===== config.mk =====
export PLATFORM = sky130hd
export DESIGN_NAME = uart_sensor_frame_parser_core_flat
export DESIGN_NICKNAME = d
export VERILOG_FILES = /design/src/rtl/core/usfp_pkg.sv /design/src/rtl/core/usfp_ifs.sv /design/src/rtl/core/usfp_parser.sv /design/src/rtl/core/uart_sensor_frame_parser_core.sv /design/src/flat_wrapper.sv
export SDC_FILE = /design/constraint.sdc
export NUM_CORES = 1
export LEC_CHECK = 0
export ABC_AREA = 1
export BUFFER_PORTS_ARGS = -buffer_cell sky130_fd_sc_hd__buf_2
export CAP_MARGIN = 20
export CORE_MARGIN = 1.5
export CORE_UTILIZATION = 60
export CTS_BUF_LIST = sky130_fd_sc_hd__clkbuf_2
export CTS_CLUSTER_DIAMETER = 120
export CTS_CLUSTER_SIZE = 24
export DETAILED_ROUTE_END_ITERATION = 12
export MAX_ROUTING_LAYER = met4
export PLACE_DENSITY_LB_ADDON = 0.12
export SLEW_MARGIN = 20
export SYNTH_ARGS = -nofsm -noshare
export SYNTH_HDL_FRONTEND = slang
export SYNTH_SLANG_ARGS = --single-unit

===== constraint.sdc =====
create_clock -name clk -period 17.56 [get_ports clk]
set_clock_uncertainty 0.2 [all_clocks]
set_input_delay 2.634 -clock clk [delete_from_list [all_inputs] [get_ports clk]]
set_output_delay 2.634 -clock clk [all_outputs]
set_load 0.01 [all_outputs]

===== src/rtl/core/usfp_pkg.sv =====
`timescale 1ns / 1ps
`default_nettype none
package usfp_pkg;

    localparam int PAYLOAD_BYTES = 12;
    localparam int CNT_W         = $clog2(PAYLOAD_BYTES);
    localparam int CFG_ADDR_W    = 8;

    // parser phases
    localparam logic [2:0] PH_HUNT  = 3'd0;
    localparam logic [2:0] PH_ADDR  = 3'd1;
    localparam logic [2:0] PH_LEN   = 3'd2;
    localparam logic [2:0] PH_IDENT = 3'd3;
    localparam logic [2:0] PH_DATA  = 3'd4;
    localparam logic [2:0] PH_END   = 3'd5;

    // register indexes
    localparam logic [CFG_ADDR_W-1:0] REG_START_MARKER = CFG_ADDR_W'(0);
    localparam logic [CFG_ADDR_W-1:0] REG_END_MARKER   = CFG_ADDR_W'(1);

    localparam logic [7:0] START_MARKER_RST = 8'hAA;
    localparam logic [7:0] END_MARKER_RST   = 8'h55;

    typedef logic [7:0] byte_t;

    typedef struct packed {
        byte_t       frame_address;
        byte_t       frame_ident;
        logic [31:0] temperature_bits;
        logic [31:0] humidity_bits;
        logic [15:0] pressure_value;
        byte_t       status_flag;
    } frame_t;

    typedef struct packed {
        byte_t start_marker;
        byte_t end_marker;
    } markers_t;

endpackage
`default_nettype wire


===== src/rtl/core/usfp_ifs.sv =====
`timescale 1ns / 1ps
`default_nettype none
interface usfp_byte_if;
    import usfp_pkg::*;
    logic  valid;
    logic  ready;
    byte_t rx_byte;

    modport source (output valid, output rx_byte, input ready);
    modport sink   (input valid, input rx_byte, output ready);
endinterface

interface usfp_frame_if;
    import usfp_pkg::*;
    logic        valid;
    logic        ready;
    byte_t       frame_address;
    byte_t       frame_ident;
    logic [31:0] temperature_bits;
    logic [31:0] humidity_bits;
    logic [15:0] pressure_value;
    byte_t       status_flag;

    modport source (output valid, output frame_address, output frame_ident,
                    output temperature_bits, output humidity_bits,
                    output pressure_value, output status_flag, input ready);
    modport sink   (input valid, input frame_address, input frame_ident,
                    input temperature_bits, input humidity_bits,
                    input pressure_value, input status_flag, output ready);
endinterface

interface usfp_cfg_if;
    import usfp_pkg::*;
    logic                  valid;
    logic                  ready;
    logic [CFG_ADDR_W-1:0] addr;
    byte_t                 data;

    modport source (output valid, output addr, output data, input ready);
    modport sink   (input valid, input addr, input data, output ready);
endinterface
`default_nettype wire


===== src/rtl/core/usfp_parser.sv =====
`timescale 1ns / 1ps
`default_nettype none
module usfp_parser (
    input  wire logic              clk,
    input  wire logic              rst_n,
    input  wire logic              byte_valid,
    input  wire usfp_pkg::byte_t   rx_byte,
    input  wire usfp_pkg::markers_t markers,
    output logic                   frame_hit,
    output usfp_pkg::frame_t       frame
);
    import usfp_pkg::*;

    localparam logic [CNT_W-1:0] PAYLOAD_CNT = CNT_W'(PAYLOAD_BYTES);
    localparam byte_t            LEN_BYTE    = 8'(PAYLOAD_BYTES);

    logic [2:0]       phase_reg, phase_next;
    byte_t            addr_reg, addr_next;
    byte_t            ident_reg, ident_next;
    logic [CNT_W-1:0] count_reg, count_next;
    logic             store_we;
    byte_t            store_reg [PAYLOAD_BYTES];

    always_comb
    begin
        phase_next = phase_reg;
        addr_next  = addr_reg;
        ident_next = ident_reg;
        count_next = count_reg;
        store_we   = 1'b0;
        frame_hit  = 1'b0;
        if (byte_valid)
        begin
            case (phase_reg)
                PH_HUNT:
                begin
                    if (rx_byte == markers.start_marker)
                        phase_next = PH_ADDR;
                end
                PH_ADDR:
                begin
                    addr_next  = rx_byte;
                    phase_next = PH_LEN;
                end
                PH_LEN:
                begin
                    // a bad length is dropped, not rechecked as a start byte
                    phase_next = (rx_byte == LEN_BYTE) ? PH_IDENT : PH_HUNT;
                end
                PH_IDENT:
                begin
                    ident_next = rx_byte;
                    count_next = '0;
                    phase_next = PH_DATA;
                end
                PH_DATA:
                begin
                    if (count_reg < PAYLOAD_CNT)
                    begin
                        store_we   = 1'b1;
                        count_next = count_reg + 1'b1;
                        if (count_next >= PAYLOAD_CNT)
                            phase_next = PH_END;
                    end
                    else
                        phase_next = PH_END;
                end
                PH_END:
                begin
                    frame_hit  = (rx_byte == markers.end_marker);
                    phase_next = PH_HUNT;
                end
                default:
                    phase_next = PH_HUNT;
            endcase
        end
    end

    always_ff @(posedge clk or negedge rst_n)
    begin
        if (!rst_n)
        begin
            phase_reg <= PH_HUNT;
            addr_reg  <= '0;
            ident_reg <= '0;
            count_reg <= '0;
        end
        else
        begin
            phase_reg <= phase_next;
            addr_reg  <= addr_next;
            ident_reg <= ident_next;
            count_reg <= count_next;
        end
    end

    // every entry is written before the end phase is reached
    always_ff @(posedge clk)
    begin
        if (store_we)
            store_reg[count_reg] <= rx_byte;
    end

    always_comb
    begin
        frame.frame_address    = addr_reg;
        frame.frame_ident      = ident_reg;
        frame.temperature_bits = {store_reg[3], store_reg[2], store_reg[1], store_reg[0]};
        frame.humidity_bits    = {store_reg[7], store_reg[6], store_reg[5], store_reg[4]};
        frame.pressure_value   = {store_reg[9], store_reg[8]};
        frame.status_flag      = store_reg[10];
    end

endmodule
`default_nettype wire


===== src/rtl/core/uart_sensor_frame_parser_core.sv =====
`timescale 1ns / 1ps
`default_nettype none
// channel | role   | payload                                   | moves when
// rx      | sink   | rx_byte                                   | rx.valid & rx.ready
// frame   | source | address, ident, temp, humidity, press, flag | frame.valid & frame.ready
// cfg     | sink   | addr (register index), data               | cfg.valid & cfg.ready
//
// a byte is taken every cycle rx.ready is high; parser state updates on the same edge
// a decoded frame appears in the output register the cycle after its end byte
// rx.ready drops only while a frame waits in the output register and is not taken
// cfg.ready is always high; reset is asynchronous, active low, markers 0xAA and 0x55
module uart_sensor_frame_parser_core (
    input  wire logic clk,
    input  wire logic rst_n,
    usfp_byte_if.sink    rx,
    usfp_frame_if.source frame,
    usfp_cfg_if.sink     cfg
);
    import usfp_pkg::*;

    markers_t markers_reg, markers_next;
    logic     out_valid_reg, out_valid_next;
    frame_t   out_data_reg;
    logic     rx_accept;
    logic     frame_hit;
    frame_t   frame_dec;

    assign rx.ready  = !out_valid_reg || frame.ready;
    assign rx_accept = rx.valid && rx.ready;
    assign cfg.ready = 1'b1;

    always_comb
    begin
        markers_next = markers_reg;
        if (cfg.valid)
        begin
            case (cfg.addr)
                REG_START_MARKER: markers_next.start_marker = cfg.data;
                REG_END_MARKER:   markers_next.end_marker   = cfg.data;
                default:          markers_next = markers_reg;
            endcase
        end
    end

    usfp_parser u_parser (
        .clk        (clk),
        .rst_n      (rst_n),
        .byte_valid (rx_accept),
        .rx_byte    (rx.rx_byte),
        .markers    (markers_reg),
        .frame_hit  (frame_hit),
        .frame      (frame_dec)
    );

    always_comb
    begin
        out_valid_next = out_valid_reg;
        if (frame_hit)
            out_valid_next = 1'b1;
        else if (frame.ready)
            out_valid_next = 1'b0;
    end

    always_ff @(posedge clk or negedge rst_n)
    begin
        if (!rst_n)
        begin
            markers_reg.start_marker <= START_MARKER_RST;
            markers_reg.end_marker   <= END_MARKER_RST;
            out_valid_reg            <= 1'b0;
        end
        else
        begin
            markers_reg   <= markers_next;
            out_valid_reg <= out_valid_next;
        end
    end

    always_ff @(posedge clk)
    begin
        if (frame_hit)
            out_data_reg <= frame_dec;
    end

    assign frame.valid            = out_valid_reg;
    assign frame.frame_address    = out_data_reg.frame_address;
    assign frame.frame_ident      = out_data_reg.frame_ident;
    assign frame.temperature_bits = out_data_reg.temperature_bits;
    assign frame.humidity_bits    = out_data_reg.humidity_bits;
    assign frame.pressure_value   = out_data_reg.pressure_value;
    assign frame.status_flag      = out_data_reg.status_flag;

endmodule
`default_nettype wire


===== src/flat_wrapper.sv =====
// flat-port wrapper written by rule: the top's interface ports become plain ports
module uart_sensor_frame_parser_core_flat import usfp_pkg::*;
  (clk, rst_n, rx_valid, rx_rx_byte, rx_ready, frame_valid, frame_frame_address, frame_frame_ident, frame_temperature_bits, frame_humidity_bits, frame_pressure_value, frame_status_flag, frame_ready, cfg_valid, cfg_addr, cfg_data, cfg_ready);
  usfp_byte_if rx_i ();
  usfp_frame_if frame_i ();
  usfp_cfg_if cfg_i ();
  input  wire logic clk;
  input  wire logic rst_n;
  input wire logic [$bits(rx_i.valid)-1:0] rx_valid;
  input wire logic [$bits(rx_i.rx_byte)-1:0] rx_rx_byte;
  output wire logic [$bits(rx_i.ready)-1:0] rx_ready;
  output wire logic [$bits(frame_i.valid)-1:0] frame_valid;
  output wire logic [$bits(frame_i.frame_address)-1:0] frame_frame_address;
  output wire logic [$bits(frame_i.frame_ident)-1:0] frame_frame_ident;
  output wire logic [$bits(frame_i.temperature_bits)-1:0] frame_temperature_bits;
  output wire logic [$bits(frame_i.humidity_bits)-1:0] frame_humidity_bits;
  output wire logic [$bits(frame_i.pressure_value)-1:0] frame_pressure_value;
  output wire logic [$bits(frame_i.status_flag)-1:0] frame_status_flag;
  input wire logic [$bits(frame_i.ready)-1:0] frame_ready;
  input wire logic [$bits(cfg_i.valid)-1:0] cfg_valid;
  input wire logic [$bits(cfg_i.addr)-1:0] cfg_addr;
  input wire logic [$bits(cfg_i.data)-1:0] cfg_data;
  output wire logic [$bits(cfg_i.ready)-1:0] cfg_ready;
  assign rx_i.valid = rx_valid;
  assign rx_i.rx_byte = rx_rx_byte;
  assign rx_ready = rx_i.ready;
  assign frame_valid = frame_i.valid;
  assign frame_frame_address = frame_i.frame_address;
  assign frame_frame_ident = frame_i.frame_ident;
  assign frame_temperature_bits = frame_i.temperature_bits;
  assign frame_humidity_bits = frame_i.humidity_bits;
  assign frame_pressure_value = frame_i.pressure_value;
  assign frame_status_flag = frame_i.status_flag;
  assign frame_i.ready = frame_ready;
  assign cfg_i.valid = cfg_valid;
  assign cfg_i.addr = cfg_addr;
  assign cfg_i.data = cfg_data;
  assign cfg_ready = cfg_i.ready;
  uart_sensor_frame_parser_core u_core (.clk(clk), .rst_n(rst_n), .rx(rx_i), .frame(frame_i), .cfg(cfg_i));
endmodule

Word level (Yosys, flattened, before mapping)
Memory sizes are Yosys's and may differ from the RTL's. A register that Yosys moved wholly into a read port is not among the register bits.
Cells that the tools add are included.

word-level totals
  memories kept = 1
  bits of input ports = 29
  RAM bits = 96
  word-level logic and storage cells = 54
  flip-flop bits (word level) = 56

cells by class
  mux-type cells = 16
  eq/ne operators = 12
  $add $sub $neg = 1
  reduce and logical (&&, ||, !) cells = 13
  magnitude comparators = 2

memory list
  memory                     depth  bits a word  read ports  clocked after memory_dff  wr ports  line               RTL
  u_core.u_parser.store_reg  12     8            11          11                        1         usfp_parser.sv:22  byte_t store_reg [PAYLOAD_BYTES];

operator list
  operator                                                  number
  == test 8 bit                                             2
  one-hot mux 3 bit (5 select lines)                        1
  two-way mux 1 bit                                         9
  two-way mux 3 bit                                         3
  == test 8 x 1 -> 1 bit, second input constant             1
  == test 8 x 4 -> 1 bit, second input constant             1
  logical NOT 8 bit                                         1
  one-hot mux 4 bit (2 select lines)                        1
  AND reduction 2 bit                                       4
  == test 3 x 2 -> 1 bit, second input constant             2
  == test 3 bit, second input constant                      2
  AND reduction 3 bit                                       2
  adder 4 x 1 -> 4 bit, second input constant               1
  greater-or-equal comparator 4 bit, second input constant  1
  less-than comparator 4 bit, second input constant         1
  two-way mux 4 bit                                         1
  != test 2 bit, second input constant                      2
  nonzero test 2 bit                                        2
  == test 3 x 1 -> 1 bit, second input constant             1
  logical NOT 3 bit                                         1
  != test 3 bit, second input constant                      1
  two-way mux 2 bit                                         1
  logical AND 1 bit                                         1
  logical NOT 1 bit                                         1
  logical OR 1 bit                                          1

Logic depth before layout (Yosys ltp)
Gate-level depths: netlist of run 1.

  depth after elaboration = 6
  depth in mapped cells = 10

Hierarchy
A second synthesis of run 1 with hierarchy kept.

second synthesis, totals
  cell total of the unflattened synthesis = 481
  area total of the unflattened synthesis = 7983.9 µm²

by module, submodules not included
  module                         area each (µm²)  seq. area each (µm²)  instances  cells each
  usfp_parser                    4066.4           3218.1                1          288
  uart_sensor_frame_parser_core  3917.5           3558.4                1          193

Least setup slack after synthesis of run 1
OpenSTA, ideal clock, no wires.

  kind = in2reg
  start = input port rx_rx_byte[7]
  end = register frame_humidity_bits[0] (netlist name)
  slack = 9.325 ns
  stages on the path = 5
  data arrival time = 7.467 ns
  data required time = 16.792 ns
  cells stage by stage = inv_1 > or2_2 > nor4b_1 > nand3_1 > nor2_1

between the ends
  word-level cells in the longest chain between the ends = 3

ends and longest elaborated chain
  item                        line                                 RTL
  start, declared             flat_wrapper.sv:10                   input wire logic [$bits(rx_i.rx_byte)-1:0] rx_rx_byte;
  == test 8 bit               usfp_parser.sv:70                    frame_hit = (rx_byte == markers.end_marker);
  two-way mux 1 bit           usfp_parser.sv:34                    case (phase_reg)
  two-way mux 1 bit           usfp_parser.sv:32                    if (byte_valid)
  named net u_core.frame_hit  uart_sensor_frame_parser_core.sv:25  logic frame_hit;

The timed path passes the listed nets, and every way through them passes these cells.
A chain may end at the register's enable or synchronous reset.

Worst setup path after layout of run 1
  start = input port frame_ready
  end = output port rx_ready

between the ends
  word-level cells in the longest chain between the ends = 1

ends and longest elaborated chain
  item              line                                 RTL
  start, declared   flat_wrapper.sv:19                   input wire logic [$bits(frame_i.ready)-1:0] frame_ready;
  logical OR 1 bit  uart_sensor_frame_parser_core.sv:28  assign rx.ready = !out_valid_reg || frame.ready;
  end, declared     flat_wrapper.sv:11                   output wire logic [$bits(rx_i.ready)-1:0] rx_ready;

No other way between the ends.

==> impl_metrics.csv, run 1 <==
group,metric,value,unit
worst_setup_path,r2r_cells,6,
synthesis,async_reset_ff_frac,0.172,
clocking,clk_pin_slew_worst_paths,0.37,ns
synthesis,number_of_flops_mapped_to_enable_cells_by_yosys,192,
synthesis,synth_warnings,0,
hold_path,hold_path_class,"reg2reg",
worst_setup_path,timing.critical_path.from,"frame_ready",
power,cellLeakagePower,3.47,nW
synthesis,synth_seq_area_share,0.852,
worst_setup_path,worstPathRequired,14.73,ns
synthesis,synth_flop_cell,"sky130_fd_sc_hd__edfxtp_1",
synthesis,synth-seq-cells,232,
timing,finalWorstPathRequiredPeriod,5.84,ns
clocking,cts-buffers-inserted,13,
placement,place_worst_setup_slack,11.62,ns
clocking,post_cts_sizing_count,0,
timing,rsz0062_at_grt,"no",
timing,achievable-frequency,0.171,GHz
hold_path,worst_hold_startpoint,"u_core.u_parser.store_reg[3][3]",
grt,global_route.usage.total,0.205,
power,power.density,101,nW/µm²
flow_run,cap_viol_max_count,0,
placement,finalWeightedCongestion,0.862,
finish,max_reg_flops,88,
worst_setup_path,worst_ep_arrival_time,3.00,ns
worst_setup_path,r2r_end,"frame_humidity_bits[5]",
timing,finalWorstSetupSlack,11.72,ns
placement,io_port_bufs,134,
grt,globalRoute.totalOverflow,0,
timing,slew_violations,0,
clocking,cts_setup_buffers,0,
outcome,run_status,"completed",
detailed_routing,drt.antenna.violating_nets,0,
placement,detailedPlacementHpwl,9.16,mm
finish,fill_cells,877,
worst_setup_path,critical_path_class,"in2out",
synthesis,synth_area,7950,µm²
clocking,cts_hold_buf,0,
finish,antenna_cells,0,
clocking,clock_tree.htree_level_count,1,
worst_setup_path,worst_setup_path_start_kind,"input port",
clocking,clk_latency,0.75,ns
die,floorplan.io_pins,136,
detailed_routing,routed_via_density,5.19,
die,placeableCoreArea,12800,µm²
clocking,clock_path_buffers,3,
worst_setup_path,reg2reg_setup_slack,14.56,ns
timing,final_hold_viol_count,0,
synthesis,yosys-top-cells-area,"sky130_fd_sc_hd__edfxtp_1 (72%), sky130_fd_sc_hd__dfrtp_1 (10%), sky130_fd_sc_hd__nand2_1 (5.2%), sky130_fd_sc_hd__dfstp_2 (2.6%), sky130_fd_sc_hd__nand3_1 (1.8%)",
finish,final_layout_size_suffix_gt1_frac,0.283,
die,placement_rows,41,
clocking,root_buffer,"sky130_fd_sc_hd__clkbuf_2",
synthesis,yosys-top-cells-count,"sky130_fd_sc_hd__edfxtp_1 (192), sky130_fd_sc_hd__nand2_1 (110), sky130_fd_sc_hd__dfrtp_1 (32), sky130_fd_sc_hd__inv_1 (30), sky130_fd_sc_hd__nand3_1 (29)",
finish,finish.net_count,668,
clocking,clkSinkCount,232,
timing,number_of_failing_setup_endpoints_in_the_final_timing_report,0,
grt,via_count_of_the_first_global_routing_pass,4011,
hold_path,hold-path-cell-count,0,
power,worst_ir_drop_vdd,0.0623,mV
die,initial_utilization,0.623,
detailed_routing,drt-wirelength-per-cell,16.9,µm
worst_setup_path,largest_fanout_of_any_net_on_the_critical_path,3,
worst_setup_path,worstSetupEndpointType,"output pin",
worst_setup_path,reg2reg_from,"u_core.u_parser.phase_reg[1]",
timing,pin_slew_with_the_least_headroom_to_its_limit,1.05,ns
synthesis,post-synth-top-area-fraction,0.725,
detailed_routing,wl,13.7,mm
die,die-width,118,µm
hold_path,hold_path_end,"frame_temperature_bits[27]",
die,die_height,118,µm
synthesis,synthesis.area_per_instance,16.4,µm²
die,design.die.area,14000,µm²
synthesis,synth_area_leader_cell,"sky130_fd_sc_hd__edfxtp_1",
finish,syn2layout_area_growth,13.1,%
timing,share_of_the_cycle_needed_by_the_critical_path_after_routing,0.332,
synthesis,synth.net_count,518,
timing,timing.setup.tns,0,ns
timing,maxSlewHeadroom,0.298,
detailed_routing,drcViolationCount,0,
synthesis,post_synth_num_cell_types,30,
clocking,cts_tree,"built",
detailed_routing,num_vias,4225,
detailed_routing,drt_iter0_markers,301,
synthesis,yosys.cell_count.top_type,"sky130_fd_sc_hd__edfxtp_1",
grt,grt_pass1_wl,21.4,mm
detailed_routing,number_of_detailed_routing_iterations_run_before_antenna_repair,4,
power,total_power,0.000913,W
grt,grt_antenna_before_repair,0,
synthesis,post_synth_inst_count,485,
grt,grt_max_degree,67,
[per-stage QoR]
stage	utilization	instance area [µm²]	std cells	hold slack [ns]
floorplan	-	7950	485	0.200
global placement	0.692	8840	790	0.201
detailed placement	0.692	8840	791	0.205
CTS	0.701	8960	813	0.201
global route	0.704	9000	814	0.207
finish	0.704	9000	814	0.225
[per-layer routing]
| metal | part of all wire | vias to the layer above | GRT usage |
|---|---|---|---|
| li1 | - | 2013 | - |
| met5 | 0 | - | - |
| met3 | 0.051 | 27 | 0.0294 |
| met4 | 0.023 | 0 | 0.0572 |
| met2 | 0.49 | 145 | 0.333 |
| met1 | 0.43 | 2040 | 0.277 |
[worst max path at each step]
| stage | end | slack (ns) | cells past startpoint |
|---|---|---|---|
| floorplan | frame_humidity_bits[0] | 9.33 | 5 |
| detailed placement | u_core.frame.frame_ident[6] | 11.62 | 8 |
| finish | rx_ready | 11.72 | 4 |
| CTS | rx_ready | 11.72 | 4 |
| global placement | frame_pressure_value[0] | 11.72 | 8 |
| global route | rx_ready | 11.69 | 4 |
[layout make-up]
class | count | area (µm²) | share of cell area
well taps | 172 | 215 | 0.0239
inverters | 33 | 125 | 0.0139
repair buffers | 139 | 726 | 0.0806
flip-flops and latches | 232 | 6780 | 0.753
clock buffers | 20 | 100 | 0.0111
clock inverters | 2 | 12.5 | 0.00139
multi-input cells | 216 | 1040 | 0.116
[layout by cell type, fill, tap and decap left out, types with 2 or more instances in the layout]
cell type,n
sky130_fd_sc_hd__ha_1,4
sky130_fd_sc_hd__dfrtp_1,32
sky130_fd_sc_hd__xnor2_1,3
sky130_fd_sc_hd__nand2_1,110
sky130_fd_sc_hd__inv_2,2
sky130_fd_sc_hd__buf_4,3
sky130_fd_sc_hd__nor3_1,10
sky130_fd_sc_hd__dfstp_2,8
sky130_fd_sc_hd__nand3_1,29
sky130_fd_sc_hd__inv_1,30
sky130_fd_sc_hd__a21oi_2,2
sky130_fd_sc_hd__nor3_2,3
sky130_fd_sc_hd__nand4_1,2
sky130_fd_sc_hd__edfxtp_1,192
sky130_fd_sc_hd__buf_2,135
sky130_fd_sc_hd__nor2_1,19
sky130_fd_sc_hd__o21ai_0,22
sky130_fd_sc_hd__clkbuf_2,20
[report_power, final]
group | internal (W) | total, W | switching [W]
logic | 0.0000273 | 0.0000878 | 0.0000605
registers | 0.000628 | 0.000652 | 0.0000238
clock network | 0.0000307 | 0.000173 | 0.000142
[worst max-delay path, stage by stage]
cell	delay [ns]
sky130_fd_sc_hd__buf_2	0.09
sky130_fd_sc_hd__inv_1	0.04
sky130_fd_sc_hd__nand2_1	0.08
sky130_fd_sc_hd__buf_2	0.15
[kinds of logic after synthesis]
family,count (synthesis),share of synthesized area
flip-flops,232,0.852
AND/OR/NAND/NOR,182,0.101
adder cells (fa/ha/maj),4,0.00629
XOR/XNOR,4,0.00441
other,1,0.000471
AO/OA/AOI/OAI,25,0.0167
buffers and inverters,37,0.0197
Note: power is estimated with default switching activity, not from simulation.
==> run 2: changes to the inputs <==
--- a/config.mk
+++ b/config.mk
@@ -9,7 +9,7 @@
 export BUFFER_PORTS_ARGS = -buffer_cell sky130_fd_sc_hd__buf_2
 export CAP_MARGIN = 20
 export CORE_MARGIN = 1.5
-export CORE_UTILIZATION = 60
+export CORE_UTILIZATION = 52
 export CTS_BUF_LIST = sky130_fd_sc_hd__clkbuf_2
 export CTS_CLUSTER_DIAMETER = 120
 export CTS_CLUSTER_SIZE = 24
==> constraint.sdc (replaced) <==
create_clock -name clk -period 4.7 [get_ports clk]
set_clock_uncertainty 0.2 [all_clocks]
set_input_delay 0.705 -clock clk [delete_from_list [all_inputs] [get_ports clk]]
set_output_delay 0.705 -clock clk [all_outputs]
set_load 0.01 [all_outputs]
==> impl_metrics.csv, run 2 (synthesis results as in run 1) <==
group,metric,value,unit
worst_setup_path,crit_family,"buffers and inverters",
worst_setup_path,buffers_inverters_on_critical_path,4,
clocking,clk_pin_slew_worst_paths,0.41,ns
clocking,cts-buffers-inserted,13,
worst_setup_path,worstSetupEndpointType,"flop",
worst_setup_path,worst_ep_arrival_time,3.03,ns
worst_setup_path,worst_setup_path_start_kind,"input port",
die,placement_rows,45,
power,cellLeakagePower,3.55,nW
detailed_routing,num_vias,4304,
flow_run,cap_viol_max_count,0,
detailed_routing,routed_via_density,5.05,
detailed_routing,wl,14.9,mm
timing,timing.setup.tns,0,ns
worst_setup_path,worstPathRequired,4.96,ns
die,initial_utilization,0.527,
clocking,clk_latency,0.78,ns
placement,io_port_bufs,134,
detailed_routing,drt-wirelength-per-cell,17.4,µm
timing,share_of_the_cycle_needed_by_the_critical_path_after_routing,0.591,
detailed_routing,drt_iter0_markers,331,
finish,final_layout_size_suffix_gt1_frac,0.276,
power,power.density,373,nW/µm²
timing,rsz0062_at_grt,"no",
clocking,clkSinkCount,232,
grt,grt_pass1_wl,22.6,mm
grt,globalRoute.totalOverflow,0,
die,placeableCoreArea,15100,µm²
hold_path,hold_path_class,"in2reg",
die,design.die.area,16000,µm²
timing,number_of_failing_setup_endpoints_in_the_final_timing_report,0,
worst_setup_path,cp_slowest_stage_delay,0.52,ns
clocking,cts_tree,"built",
finish,finish.net_count,688,
worst_setup_path,largest_fanout_of_any_net_on_the_critical_path,31,
power,worst_ir_drop_vdd,0.212,mV
clocking,clock_tree.htree_level_count,1,
detailed_routing,drcViolationCount,0,
clocking,clock_path_buffers,3,
grt,global_route.usage.total,0.190,
timing,finalWorstPathRequiredPeriod,2.78,ns
die,die-width,127,µm
worst_setup_path,timing.critical_path.slowest_stage_cell,"sky130_fd_sc_hd__dlygate4sd3_1",
die,die_height,127,µm
finish,max_reg_flops,88,
timing,slew_violations,0,
timing,worst_hold_check_slack,0.0643,ns
grt,grt_max_degree,67,
detailed_routing,number_of_detailed_routing_iterations_run_before_antenna_repair,5,
timing,achievable-frequency,0.360,GHz
grt,grt_antenna_before_repair,2,
finish,final_cells,852,
timing,pin_slew_with_the_least_headroom_to_its_limit,1.04,ns
detailed_routing,drt.antenna.violating_nets,0,
die,floorplan.io_pins,136,
outcome,run_status,"completed",
worst_setup_path,crit_path_cell_trace,"dlygate4sd3_1, buf_2, inv_1, nand2_1, o21ai_0, nor3_1, nand3_1, nor2_4, buf_4",
finish,syn2layout_area_growth,16.2,%
worst_setup_path,critical_path_class,"in2reg",
timing,final_hold_viol_count,0,
placement,finalWeightedCongestion,0.902,
grt,via_count_of_the_first_global_routing_pass,4174,
placement,number_of_instances_in_the_placed_design,805,
placement,detailedPlacementHpwl,9.48,mm
finish,leading_cell_types_in_the_layout_fill_and_taps_excluded,"sky130_fd_sc_hd__edfxtp_1 (192), sky130_fd_sc_hd__buf_2 (134), sky130_fd_sc_hd__nand2_1 (110)",
timing,maxSlewHeadroom,0.300,
clocking,root_buffer,"sky130_fd_sc_hd__clkbuf_2",
finish,layout_commonest_cell,"sky130_fd_sc_hd__edfxtp_1",
[run 2: changes by cell type in the layout (fill, tap and decap cells not counted), moves of 2 or more]
cell	change
sky130_fd_sc_hd__dlygate4sd3_1	+23
sky130_fd_sc_hd__diode_2	+2
sky130_fd_sc_hd__nor3_1	-4
sky130_fd_sc_hd__buf_4	-2
sky130_fd_sc_hd__nor3_2	+4
[run 2: area by class of cell]
| class | count | area [µm²] |
|---|---|---|
| Antenna cell | 2 | 5.00 |
| Clock buffer | 20 | 100 |
| Clock inverter | 2 | 12.5 |
| Fill cell | 1154 | 5840 |
| Inverter | 33 | 125 |
| Multi-Input combinational cell | 216 | 1060 |
| Sequential cell | 232 | 6780 |
| Tap cell | 188 | 235 |
| Timing Repair Buffer | 159 | 928 |
[run 2: metal layers]
layer | global-route usage | vias up | wire length [µm]
met5 | - | - | 0
met4 | 0.0461 | 0 | 253
met3 | 0.0274 | 22 | 845
met2 | 0.317 | 137 | 7310
met1 | 0.253 | 2092 | 6450
li1 | - | 2053 | -
[run 2: worst paths after layout]
| kind | start | to | slack [ns] | cells past startpoint |
|---|---|---|---|---|
| setup / recovery | rx_rx_byte[3] | frame_humidity_bits[30] | 1.92 | 9 |
| max in group asynchronous | rst_n | u_core.markers_reg[3] | 3.39 | 2 |
| hold reg to reg | u_core.u_parser.store_reg[7][3] | frame_humidity_bits[27] | 0.22 | 0 |
| setup reg to reg | u_core.u_parser.phase_reg[0] | u_core.u_parser.store_reg[0][2] | 2.10 | 7 |
| hold / removal | cfg_addr[0] | u_core.markers_reg[12] | 0.06 | 4 |
| min in group asynchronous | rst_n | u_core.u_parser.phase_reg[2] | 0.31 | 2 |
[run 2: through the flow]
stage | setup WS [ns] | instance area, µm² | util | total power [W]
after floorplan | 0.133 | 7960 | - | 0.00268
after global placement | 1.81 | 8860 | 0.587 | 0.00279
after detailed placement | 1.67 | 8870 | 0.588 | 0.00280
after CTS | 1.98 | 9180 | 0.608 | 0.00346
after global routing | 1.87 | 9250 | 0.613 | 0.00362
final | 1.92 | 9250 | 0.613 | 0.00345
[run 2: report_power, final]
group          internal (W)  switching [W]  total [W]
clock network      0.000115       0.000558   0.000673
logic              0.000111       0.000232   0.000344
registers           0.00235      0.0000865    0.00243
[run 2: worst reg2reg max path: stages (launching register included)]
cell	delay [ns]
sky130_fd_sc_hd__dfrtp_1	0.55
sky130_fd_sc_hd__nor2_1	0.18
sky130_fd_sc_hd__nand2_1	0.13
sky130_fd_sc_hd__a21oi_2	0.22
sky130_fd_sc_hd__nand2_4	0.15
sky130_fd_sc_hd__clkinv_2	0.11
sky130_fd_sc_hd__nand2_2	0.06
sky130_fd_sc_hd__nor2_1	0.62
[run 2: repair_timing]
action                    4_1_cts  5_1_grt
buffers inserted                0        0
hold buffers                   19        4
hold endpoints to repair       57       14
gates resized for setup         0        0
